[src/rtl/lkvc_pkg.sv]
// lkvc_pkg: payload types, entry layout and codes for the lru key-value cache
// no dependencies; used by lru_key_value_cache
`timescale 1ns / 1ps
`default_nettype none

package lkvc_pkg;

    // operation codes carried in the mode field
    localparam logic MODE_ADD    = 1'b0;
    localparam logic MODE_ACCESS = 1'b1;

    // read value returned on a miss
    localparam logic signed [31:0] MISS_VALUE = 32'shFFFFFFFF;

    // width of the capacity register
    localparam int CFG_W = 5;

    // capacity register value after reset
    localparam logic [CFG_W-1:0] CFG_RESET = 5'd16;

    typedef struct packed {
        logic               mode;
        logic signed [31:0] item_key;
        logic signed [31:0] item_value;
    } in_t;

    typedef struct packed {
        logic               hit;
        logic signed [31:0] read_value;
    } out_t;

    // one stored entry: key, value and recency stamp
    typedef struct packed {
        logic [31:0] key;
        logic [31:0] value;
        logic [31:0] stamp;
    } entry_t;

endpackage

`default_nettype wire

[src/rtl/lkvc_ram.sv]
// lkvc_ram: generic single-write, single-read ram with registered read data
// no dependencies; instanced by lru_key_value_cache for the entry store
`timescale 1ns / 1ps
`default_nettype none

module lkvc_ram #(
    parameter int WIDTH = 96,
    parameter int DEPTH = 16
) (
    input  wire logic                                     clk,
    input  wire logic                                     we,
    input  wire logic [(DEPTH > 1 ? $clog2(DEPTH) : 1)-1:0] waddr,
    input  wire logic [WIDTH-1:0]                         wdata,
    input  wire logic                                     re,
    input  wire logic [(DEPTH > 1 ? $clog2(DEPTH) : 1)-1:0] raddr,
    output logic      [WIDTH-1:0]                         rdata
);

    logic [WIDTH-1:0] mem [DEPTH];

    // write port
    always_ff @(posedge clk)
    begin
        if (we)
        begin
            mem[waddr] <= wdata;
        end
    end

    // registered read port
    always_ff @(posedge clk)
    begin
        if (re)
        begin
            rdata <= mem[raddr];
        end
    end

endmodule

`default_nettype wire

[src/rtl/lru_key_value_cache.sv]
// lru_key_value_cache: fully associative key-value store, lru replacement (lkvc_pkg, lkvc_ram)
// an accepted item scans limit = min(fill, capacity) entries through the ram read port, one
// per cycle, then the finish step writes the entry (on an add or an access hit) and, on an
// access, loads the result; a new item is taken only after the return to idle;
// an access holds in finish while the previous result is not taken. reset clears fill count,
// stamp counter, capacity (to 16) and handshakes; the entry ram is not cleared
`timescale 1ns / 1ps
`default_nettype none

module lru_key_value_cache #(
    parameter int MAX_ENTRIES = 16
) (
    input  wire logic                      clk,
    input  wire logic                      rst_n,
    input  wire logic                      in_valid,
    output logic                           in_ready,
    input  wire lkvc_pkg::in_t             in_data,
    output logic                           out_valid,
    input  wire logic                      out_ready,
    output lkvc_pkg::out_t                 out_data,
    input  wire logic                      cfg_valid,
    output logic                           cfg_ready,
    input  wire logic [lkvc_pkg::CFG_W-1:0] cfg_data
);

    localparam int AW = (MAX_ENTRIES > 1) ? $clog2(MAX_ENTRIES) : 1;
    localparam int CW = $clog2(MAX_ENTRIES + 1);
    localparam int EW = $bits(lkvc_pkg::entry_t);

    localparam logic [1:0] ST_IDLE   = 2'd0;
    localparam logic [1:0] ST_SCAN   = 2'd1;
    localparam logic [1:0] ST_FINISH = 2'd2;

    logic [1:0]             state_reg, state_next;
    logic [lkvc_pkg::CFG_W-1:0] cap_cfg_reg;
    logic [CW-1:0]          fill_reg, fill_next;
    logic [31:0]            stamp_reg, stamp_next;
    logic [CW-1:0]          limit_reg, limit_next;
    logic [CW-1:0]          idx_reg, idx_next;
    logic                   vld_reg;
    logic [AW-1:0]          cmp_idx_reg;
    logic                   mode_reg;
    logic [31:0]            key_reg;
    logic [31:0]            val_reg;
    logic                   match_reg, match_next;
    logic [AW-1:0]          match_idx_reg, match_idx_next;
    logic [31:0]            match_val_reg, match_val_next;
    logic [31:0]            min_stamp_reg, min_stamp_next;
    logic [AW-1:0]          min_idx_reg, min_idx_next;
    logic                   out_valid_reg;
    lkvc_pkg::out_t         out_data_reg;

    logic [CW-1:0]          cap_eff;
    logic                   in_fire;
    logic                   issue;
    logic                   can_go;
    logic                   ram_we;
    logic [AW-1:0]          slot;
    lkvc_pkg::entry_t       rd_entry;
    lkvc_pkg::entry_t       wr_entry;
    logic [EW-1:0]          ram_rdata;

    // handshakes
    assign cfg_ready = 1'b1;
    assign in_ready  = (state_reg == ST_IDLE);
    assign in_fire   = in_valid && in_ready;
    assign out_valid = out_valid_reg;
    assign out_data  = out_data_reg;

    // capacity limited to 1..MAX_ENTRIES
    always_comb
    begin
        if (cap_cfg_reg == '0)
        begin
            cap_eff = CW'(1);
        end
        else if (32'(cap_cfg_reg) > MAX_ENTRIES)
        begin
            cap_eff = CW'(MAX_ENTRIES);
        end
        else
        begin
            cap_eff = CW'(cap_cfg_reg);
        end
    end

    // entry store
    assign issue    = (state_reg == ST_SCAN) && (idx_reg < limit_reg);
    assign rd_entry = lkvc_pkg::entry_t'(ram_rdata);

    lkvc_ram #(
        .WIDTH (EW),
        .DEPTH (MAX_ENTRIES)
    ) u_entry_ram (
        .clk   (clk),
        .we    (ram_we),
        .waddr (slot),
        .wdata (wr_entry),
        .re    (issue),
        .raddr (idx_reg[AW-1:0]),
        .rdata (ram_rdata)
    );

    // write slot: matched entry, next free entry, or least recently used
    always_comb
    begin
        priority if (match_reg)
        begin
            slot = match_idx_reg;
        end
        else if (fill_reg < cap_eff)
        begin
            slot = fill_reg[AW-1:0];
        end
        else
        begin
            slot = min_idx_reg;
        end
    end

    // finish step waits for the output register only on an access
    assign can_go = (mode_reg == lkvc_pkg::MODE_ADD) || !out_valid_reg || out_ready;
    assign ram_we = (state_reg == ST_FINISH) && can_go
                    && ((mode_reg == lkvc_pkg::MODE_ADD) || match_reg);

    always_comb
    begin
        wr_entry.key   = key_reg;
        wr_entry.value = (mode_reg == lkvc_pkg::MODE_ADD) ? val_reg : match_val_reg;
        wr_entry.stamp = stamp_reg;
    end

    // sequencer and scan datapath
    always_comb
    begin
        state_next     = state_reg;
        fill_next      = fill_reg;
        stamp_next     = stamp_reg;
        limit_next     = limit_reg;
        idx_next       = idx_reg;
        match_next     = match_reg;
        match_idx_next = match_idx_reg;
        match_val_next = match_val_reg;
        min_stamp_next = min_stamp_reg;
        min_idx_next   = min_idx_reg;

        unique case (state_reg)
            ST_IDLE:
            begin
                if (in_fire)
                begin
                    limit_next = (fill_reg < cap_eff) ? fill_reg : cap_eff;
                    idx_next   = '0;
                    match_next = 1'b0;
                    state_next = ST_SCAN;
                end
            end
            ST_SCAN:
            begin
                if (issue)
                begin
                    idx_next = idx_reg + CW'(1);
                end
                else
                begin
                    state_next = ST_FINISH;
                end
            end
            ST_FINISH:
            begin
                if (can_go)
                begin
                    state_next = ST_IDLE;
                    if (ram_we)
                    begin
                        stamp_next = stamp_reg + 32'd1;
                    end
                    if ((mode_reg == lkvc_pkg::MODE_ADD) && !match_reg
                        && (fill_reg < cap_eff))
                    begin
                        fill_next = fill_reg + CW'(1);
                    end
                end
            end
            default:
            begin
                state_next = ST_IDLE;
            end
        endcase

        // compare the entry read in the previous cycle
        if (vld_reg)
        begin
            if (!match_reg && (rd_entry.key == key_reg))
            begin
                match_next     = 1'b1;
                match_idx_next = cmp_idx_reg;
                match_val_next = rd_entry.value;
            end
            if ((cmp_idx_reg == '0) || (rd_entry.stamp < min_stamp_reg))
            begin
                min_stamp_next = rd_entry.stamp;
                min_idx_next   = cmp_idx_reg;
            end
        end
    end

    // control registers
    always_ff @(posedge clk or negedge rst_n)
    begin
        if (!rst_n)
        begin
            state_reg     <= ST_IDLE;
            cap_cfg_reg   <= lkvc_pkg::CFG_RESET;
            fill_reg      <= '0;
            stamp_reg     <= '0;
            vld_reg       <= 1'b0;
            out_valid_reg <= 1'b0;
        end
        else
        begin
            state_reg <= state_next;
            fill_reg  <= fill_next;
            stamp_reg <= stamp_next;
            vld_reg   <= issue;
            if (cfg_valid && cfg_ready)
            begin
                cap_cfg_reg <= cfg_data;
            end
            if ((state_reg == ST_FINISH) && can_go
                && (mode_reg == lkvc_pkg::MODE_ACCESS))
            begin
                out_valid_reg <= 1'b1;
            end
            else if (out_ready)
            begin
                out_valid_reg <= 1'b0;
            end
        end
    end

    // payload and scan registers
    always_ff @(posedge clk)
    begin
        limit_reg     <= limit_next;
        idx_reg       <= idx_next;
        cmp_idx_reg   <= idx_reg[AW-1:0];
        match_reg     <= match_next;
        match_idx_reg <= match_idx_next;
        match_val_reg <= match_val_next;
        min_stamp_reg <= min_stamp_next;
        min_idx_reg   <= min_idx_next;
        if (in_fire)
        begin
            mode_reg <= in_data.mode;
            key_reg  <= in_data.item_key;
            val_reg  <= in_data.item_value;
        end
        if ((state_reg == ST_FINISH) && can_go && (mode_reg == lkvc_pkg::MODE_ACCESS))
        begin
            out_data_reg.hit        <= match_reg;
            out_data_reg.read_value <= match_reg ? match_val_reg : lkvc_pkg::MISS_VALUE;
        end
    end

`ifndef NO_ASSERTIONS
    // fill count never passes the store depth
    a_fill_bound: assert property (@(posedge clk) disable iff (!rst_n)
        32'(fill_reg) <= MAX_ENTRIES)
        else $error("fill count beyond store depth");

    // each entry write takes exactly one stamp
    a_stamp_step: assert property (@(posedge clk) disable iff (!rst_n)
        ram_we |=> (stamp_reg == $past(stamp_reg) + 32'd1))
        else $error("stamp counter out of step with entry writes");

    // scan never reads past the active limit
    a_scan_limit: assert property (@(posedge clk) disable iff (!rst_n)
        (state_reg == ST_SCAN) |-> (idx_reg <= limit_reg))
        else $error("scan index past limit");

    // a result is only produced by the finish step of an access
    a_out_source: assert property (@(posedge clk) disable iff (!rst_n)
        $rose(out_valid_reg) |-> ($past(state_reg) == ST_FINISH
                                  && $past(mode_reg) == lkvc_pkg::MODE_ACCESS))
        else $error("result without a finished access");
`endif

endmodule

`default_nettype wire
[config.mk]
export PLATFORM = sky130hd
export DESIGN_NAME = lru_key_value_cache
export DESIGN_NICKNAME = d
export VERILOG_FILES = /design/src/rtl/lkvc_pkg.sv /design/src/rtl/lkvc_ram.sv /design/src/rtl/lru_key_value_cache.sv
export SDC_FILE = /design/constraint.sdc
export NUM_CORES = 2
export LEC_CHECK = 0
export BUFFER_PORTS_ARGS = -buffer_cell sky130_fd_sc_hd__buf_2
export CORE_ASPECT_RATIO = 1.25
export CORE_MARGIN = 1
export CORE_UTILIZATION = 45
export CTS_CLUSTER_SIZE = 10
export DETAILED_ROUTE_END_ITERATION = 16
export SYNTH_ARGS = -nofsm -noshare
export SYNTH_HDL_FRONTEND = slang
export SYNTH_HIERARCHICAL = 1
export SYNTH_SLANG_ARGS = --single-unit
[constraint.sdc]
create_clock -name clk -period 10.11 [get_ports clk]
set_input_delay 1.5165 -clock clk [delete_from_list [all_inputs] [get_ports clk]]
set_output_delay 1.5165 -clock clk [all_outputs]
set_load 0.05 [all_outputs]
### Yosys cells after proc, flatten, opt, wreduce, memory -nomap -nowiden

Memories as Yosys holds them, arrays and structs flattened. A register that Yosys moved wholly into a read port is not among the register bits.
Index checks and enable logic that the tools add are counted.

* flip-flop bits (word level): 231
* latch bits: 0
* RAM bits: 1536
* memory bits (read-only): 0
* bits of input ports: 75
* logic and storage cells: 82
* memories: 1

* add/subtract/negate cells: 3
* multipliers: 0
* divide/modulo/power cells: 0
* magnitude comparators: 4
* eq/ne operators: 7
* shifts and indexed selects: 0
* multiplexer cells: 21
* bitwise gates (word level): 1
* reductions and logical operators: 26

Memories
* u_entry_ram.mem: words 16, bits a word 96, read ports 1, clocked after memory_dff 1, wr ports 1, RTL line lkvc_ram.sv:19 `logic [WIDTH-1:0] mem [DEPTH];`

Operators with widths (count)
* $add 32x1->32 const B: 1
* $eq 32x32->1: 1
* $lt 32x32->1: 1
* $mux 32: 1
* $mux 5: 5
* $reduce_and 3->1: 4
* $add 5x1->5 const B: 2
* $lt 5x5->1: 2
* $pmux 5 s2: 1
* $logic_and 1x1->1: 8
* $mux 1: 8
* $mux 4: 2
* $mux 2: 3
* $ne 2x2->1 const B: 3
* $pmux 2 s3: 1
* $reduce_and 2->1: 3
* $gt 5x5->1 const B: 1
* $logic_not 5->1: 1
* $logic_not 4->1: 1
* $logic_or 1x1->1: 4
* $reduce_bool 2->1: 2
* $eq 2x1->1 const B: 1
* $eq 2x2->1 const B: 1
* $logic_not 1->1: 2
* 3 further kinds: 3

### Depth between registers and ports, before layout

* word-level depth: 7
* depth in mapped cells: 11
* mapped depth without buffers: 10

### Cells and area by module

The synthesis kept the hierarchy.

By module, submodules not included
* lkvc_ram: times used 1, cells an instance 2460, area each 60316.6 um2, seq. area each 49007.0 um2
* lru_key_value_cache: times used 1, cells an instance 655, area each 9678.0 um2, seq. area each 6657.6 um2

### Worst setup path before layout

OpenSTA, ideal clock, no wires.

* path type: input to register
* start point: input out_ready
* end point: memory u_entry_ram.mem[0][0], enable pin
* data arrival time: 9.115 ns
* required time: 9.442 ns
* slack: 0.327 ns
* stages: 5
* buffers on the path: 0
* cells stage by stage: nand2b_1 -> a21boi_1 -> nor2_1 -> or3b_2 -> nor3_1

* cells in the longest elaborated chain, start to end: 5

RTL lines
* start: declaration: RTL line lru_key_value_cache.sv:19 `input wire logic out_ready,`
* $logic_or 1x1->1: RTL line lru_key_value_cache.sv:122 `assign can_go = (mode_reg == lkvc_pkg::MODE_ADD) || !out_valid_reg || out_ready;`
* $logic_and 1x1->1: RTL line lru_key_value_cache.sv:123 `assign ram_we = (state_reg == ST_FINISH) && can_go`
* $logic_and 1x1->1: RTL line lru_key_value_cache.sv:124 `&& ((mode_reg == lkvc_pkg::MODE_ADD) || match_reg);`
* named net ram_we: RTL line lru_key_value_cache.sv:57 `logic ram_we;`
* $mux 1: RTL line lkvc_ram.sv:24 `if (we)`
* $mux 1 (not written as such): RTL line lkvc_ram.sv:26 `mem[waddr] <= wdata;`
* end: declaration: RTL line lkvc_ram.sv:19

The timed path passes the listed nets, and every way through them passes these cells.

### Final worst setup path

* start point: register cap_cfg_reg[4] in the netlist's numbering
* end point: memory u_entry_ram.mem[5][52], enable pin

* cells in the longest elaborated chain, start to end: 6

RTL lines
* start: declaration: RTL line lru_key_value_cache.sv:35 `logic [lkvc_pkg::CFG_W-1:0] cap_cfg_reg;`
* start signal: assignment: RTL line lru_key_value_cache.sv:214 `cap_cfg_reg <= lkvc_pkg::CFG_RESET;`
* start signal: assignment: RTL line lru_key_value_cache.sv:228 `cap_cfg_reg <= cfg_data;`
* $gt 5x5->1: RTL line lru_key_value_cache.sv:77 `else if (32'(cap_cfg_reg) > MAX_ENTRIES)`
* $mux 5: RTL line lru_key_value_cache.sv:77
* $mux 5 *: RTL line lru_key_value_cache.sv:73 `if (cap_cfg_reg == '0)`
* $lt 5x5->1 *: RTL line lru_key_value_cache.sv:111 `else if (fill_reg < cap_eff)`
* $mux 4 *: RTL line lru_key_value_cache.sv:111
* $mux 4 *: RTL line lru_key_value_cache.sv:107 `priority if (match_reg)`
* named net slot[0]: RTL line lru_key_value_cache.sv:58 `logic [AW-1:0] slot;`

The timed path passes the listed nets; every way through them passes the cells marked *.

==> flow_summary.toml <==
[cells_and_area]
final_cells = 5464
num-fill-cells = 11993
area_growth_pct = 12.5
final-seq-area_um2 = 55700
nNetsFinal = 3472
drive_above_1_share_pct = 25.0
final_common_cell = "edfxtp_1"
layout_common_cells = "edfxtp_1, mux4_2, clkbuf_16"
largest_reg_flops = 1536
multiInputGateArea_um2 = 13500

[setup_path]
crit_type = "flip-flop to flip-flop"
startpoint = "cap_cfg_reg[4]$_DFFE_PN1P_"
r2r-start = "cap_cfg_reg[4]$_DFFE_PN1P_"
arrival_ps = 6420
crit_path_top_delay_cell = "nor2_4"
cp_data_required_time_ps = 10550
cp_common_cell = "buf_4"
critPathMaxFanout = 44
critical-path-max-stage-delay_ps = 810
cp-endpoint = "u_entry_ram/mem[5][52]$_DFFE_PP_"
worst_r2r_path_depth = 12
critPathBufInv = 3
r2r_setup_slack_ps = 4130
end_kind = "flip-flop"
cp_cell_sequence = "inv_1, nand2_1, ha_1, a21o_1, a21oi_1, o21a_1, mux2i_1, o21ai_0, nand2b_1, nor2_4, buf_4, buf_4"
regToRegEndpoint = "u_entry_ram/mem[5][52]$_DFFE_PP_"
path_delay_family = "compound AO/OA/AOI/OAI gates"
worstSetupPathDepth = 12
cp-start-kind = "flip-flop"

[clock_network]
clock_latency_ps = 820
clock_path_buffers = 3
cts_buffers = 205
clk_pin_slew_ps = 50
cts_hold_buf = 0
cts-root-buf = "clkbuf_16"
cts_setup_buffers = 0
cts_resized = 0
clock_sinks = 1863
tritoncts = "built"
htree_levels = 4

[timing]
hold_viol = 0
slew_headroom_pct = 8.53
finClkSkew_ps = 38.6
timing.final.ws_setup_ps = 4130
slew_violations = 0
setup_viol = 0
max_freq_mhz = 167
period_needed_ps = 5980
worstMarginPinSlew_ps = 1340
min_period_over_period_pct = 59.2
fin_tns_setup_ps = 0
grt_setup_unrepaired = "false"

[global_routing]
grt_max_degree = 130
grt_pass1_vias = 34666
grt_pass1_wl_um = 233000
overflow = 0
antenna_found_initial = 5
track_usage_pct = 20.6

[floorplan]
die_width_um = 355
start_util_pct = 45.4
die_y_um = 443
dieArea_um2 = 157000
rows = 161
coreArea_um2 = 154000
io_pins = 111

[route]
wl_per_cell_um = 29.3
via_count = 32257
ant_nets = 0
first_pass_iters = 5
viasPerCell = 5.90
drt_wl_total_um = 160000
drt_iter0_markers = 3240
drc_errors = 0

[pwr]
p_int_mw = 14.9
seqPwrFrac_pct = 46.8
leakagePower_nw = 24.1
switching_share_pct = 28.2
cellPowerDensity_nw_per_um2 = 264
ir_drop_mv = 0.247
p_clk_share_pct = 31.4
p_comb_share_pct = 21.8
power.switching_mw = 5.86

[synthesis]
syn_inst = 3115
synth_simple_gate_area_share_pct = 1.98
synth_fp_nets = 3232
synth_warnings = 6
synth-adder-area-share_pct = 0.751
synth_top_area_share_pct = 77.7
netlist_area_um2 = 70000
synth.avg_cell_area_um2 = 22.5
synthTopCellsByArea = "edfxtp_1, mux4_2, a22oi_1, dfrtp_1, ha_1"
synth_top_area_cell = "edfxtp_1"
ys_types = 49
synth_compound_area_share_pct = 2.48
ys_seq_area_share_pct = 79.5
ys.flop_type = "edfxtp_1"
postSynth.asyncResetShare_pct = 2.47
synth-edff-count = 1812
synthXorXnorAreaFrac_pct = 0.876
synth_seq_cells = 1863
synth_top_family_by_area = "multiplexers"
muxShareOfSynthArea_pct = 13.0

[place]
gp_congestion = 0.822
place_hpwl_um = 83700
place_ws_ps = 4180
dp.cells = 5185
io_buffers = 109

[run]
maxCapViolations = 0

[hold_path]
hold_path_depth = 0
hold_class = "flip-flop to flip-flop"

[status]
status = "completed"
-- cells in the mapped netlist (4+ instances only) --
cell type and instances:
mux2_2 38, dfxtp_1 5, nor4_1 8, xnor2_1 48, a21o_1 6, a21oi_1 12
mux4_2 384, buf_2 12, nor3_1 10, a211oi_1 5, xor2_1 22, and2_1 4
nand4_1 15, buf_6 21, inv_1 42, nand3_1 13, nand2_1 138, dfrtp_1 45
nor2b_1 5, mux2i_1 4, clkbuf_1 60, nand2b_1 39, buf_1 31, buf_4 20
ha_1 42, edfxtp_1 1812, and4_1 4, o21ai_0 15, and3_1 4, a22oi_1 192
nor2_1 34
-- area by class of cell --
class / count / share of cell area (%)
sequential: 1863 / 70.7
multi-input combinational: 1066 / 17.2
clock buffer: 267 / 7.01
tap: 2037 / 3.24
timing repair buffer: 177 / 1.42
clock inverter: 11 / 0.224
inverter: 42 / 0.203
antenna: 1 / 0.00318
-- power by group through the flow --
stage	Sequential [mW]	Clock (mW)	Combinational, mW
2_1_floorplan	9.81	0	3.21
3_3_place_gp	9.85	0	4.56
3_5_place_dp	9.88	0	4.61
4_1_cts	9.72	6.68	4.63
5_1_grt	9.77	6.94	4.87
6_report	9.72	6.53	4.53
-- metrics by stage --
stage	power (mW)	util (%)	area, µm²	hold WS [ps]
3_3_place_gp	14.4	47.3	73000	402
6_report	20.8	51.0	78700	413
5_1_grt	21.6	51.0	78700	419
2_1_floorplan	13.0	-	70000	400
3_5_place_dp	14.5	47.3	73000	405
4_1_cts	21.0	51.0	78700	417
-- worst min path at each step --
stage	start	end	slack (ps)
final	u_entry_ram/rdata[49]$_DFFE_PP_	match_val_reg[17]$_DFFE_PP_	410
after floorplan	u_entry_ram/rdata[32]$_DFFE_PP_	match_val_reg[0]$_DFFE_PP_	400
after detailed placement	u_entry_ram/rdata[32]$_DFFE_PP_	match_val_reg[0]$_DFFE_PP_	400
after global placement	u_entry_ram/rdata[46]$_DFFE_PP_	match_val_reg[14]$_DFFE_PP_	400
after global routing	u_entry_ram/rdata[49]$_DFFE_PP_	match_val_reg[17]$_DFFE_PP_	420
after CTS	u_entry_ram/rdata[61]$_DFFE_PP_	match_val_reg[29]$_DFFE_PP_	420
-- cell families after synthesis --
| logic type | count (synthesis) |
|---|---|
| AND/OR/NAND/NOR | 287 |
| AO/OA/AOI/OAI | 240 |
| flip-flops | 1863 |
| multiplexers | 426 |
| XOR/XNOR | 70 |
| adder cells (fa/ha/maj) | 42 |
| other | 1 |
| buffers and inverters | 186 |
-- layer usage --
layer | vias up | track usage, % | share of wire (%)
met5 | - | 0 | 0.014
met4 | 4 | 6.22 | 2.5
met3 | 248 | 3.66 | 6.1
met2 | 1178 | 34.6 | 51
met1 | 17425 | 27.3 | 41
li1 | 13402 | - | -
Note: power is estimated with default switching activity, not from simulation.
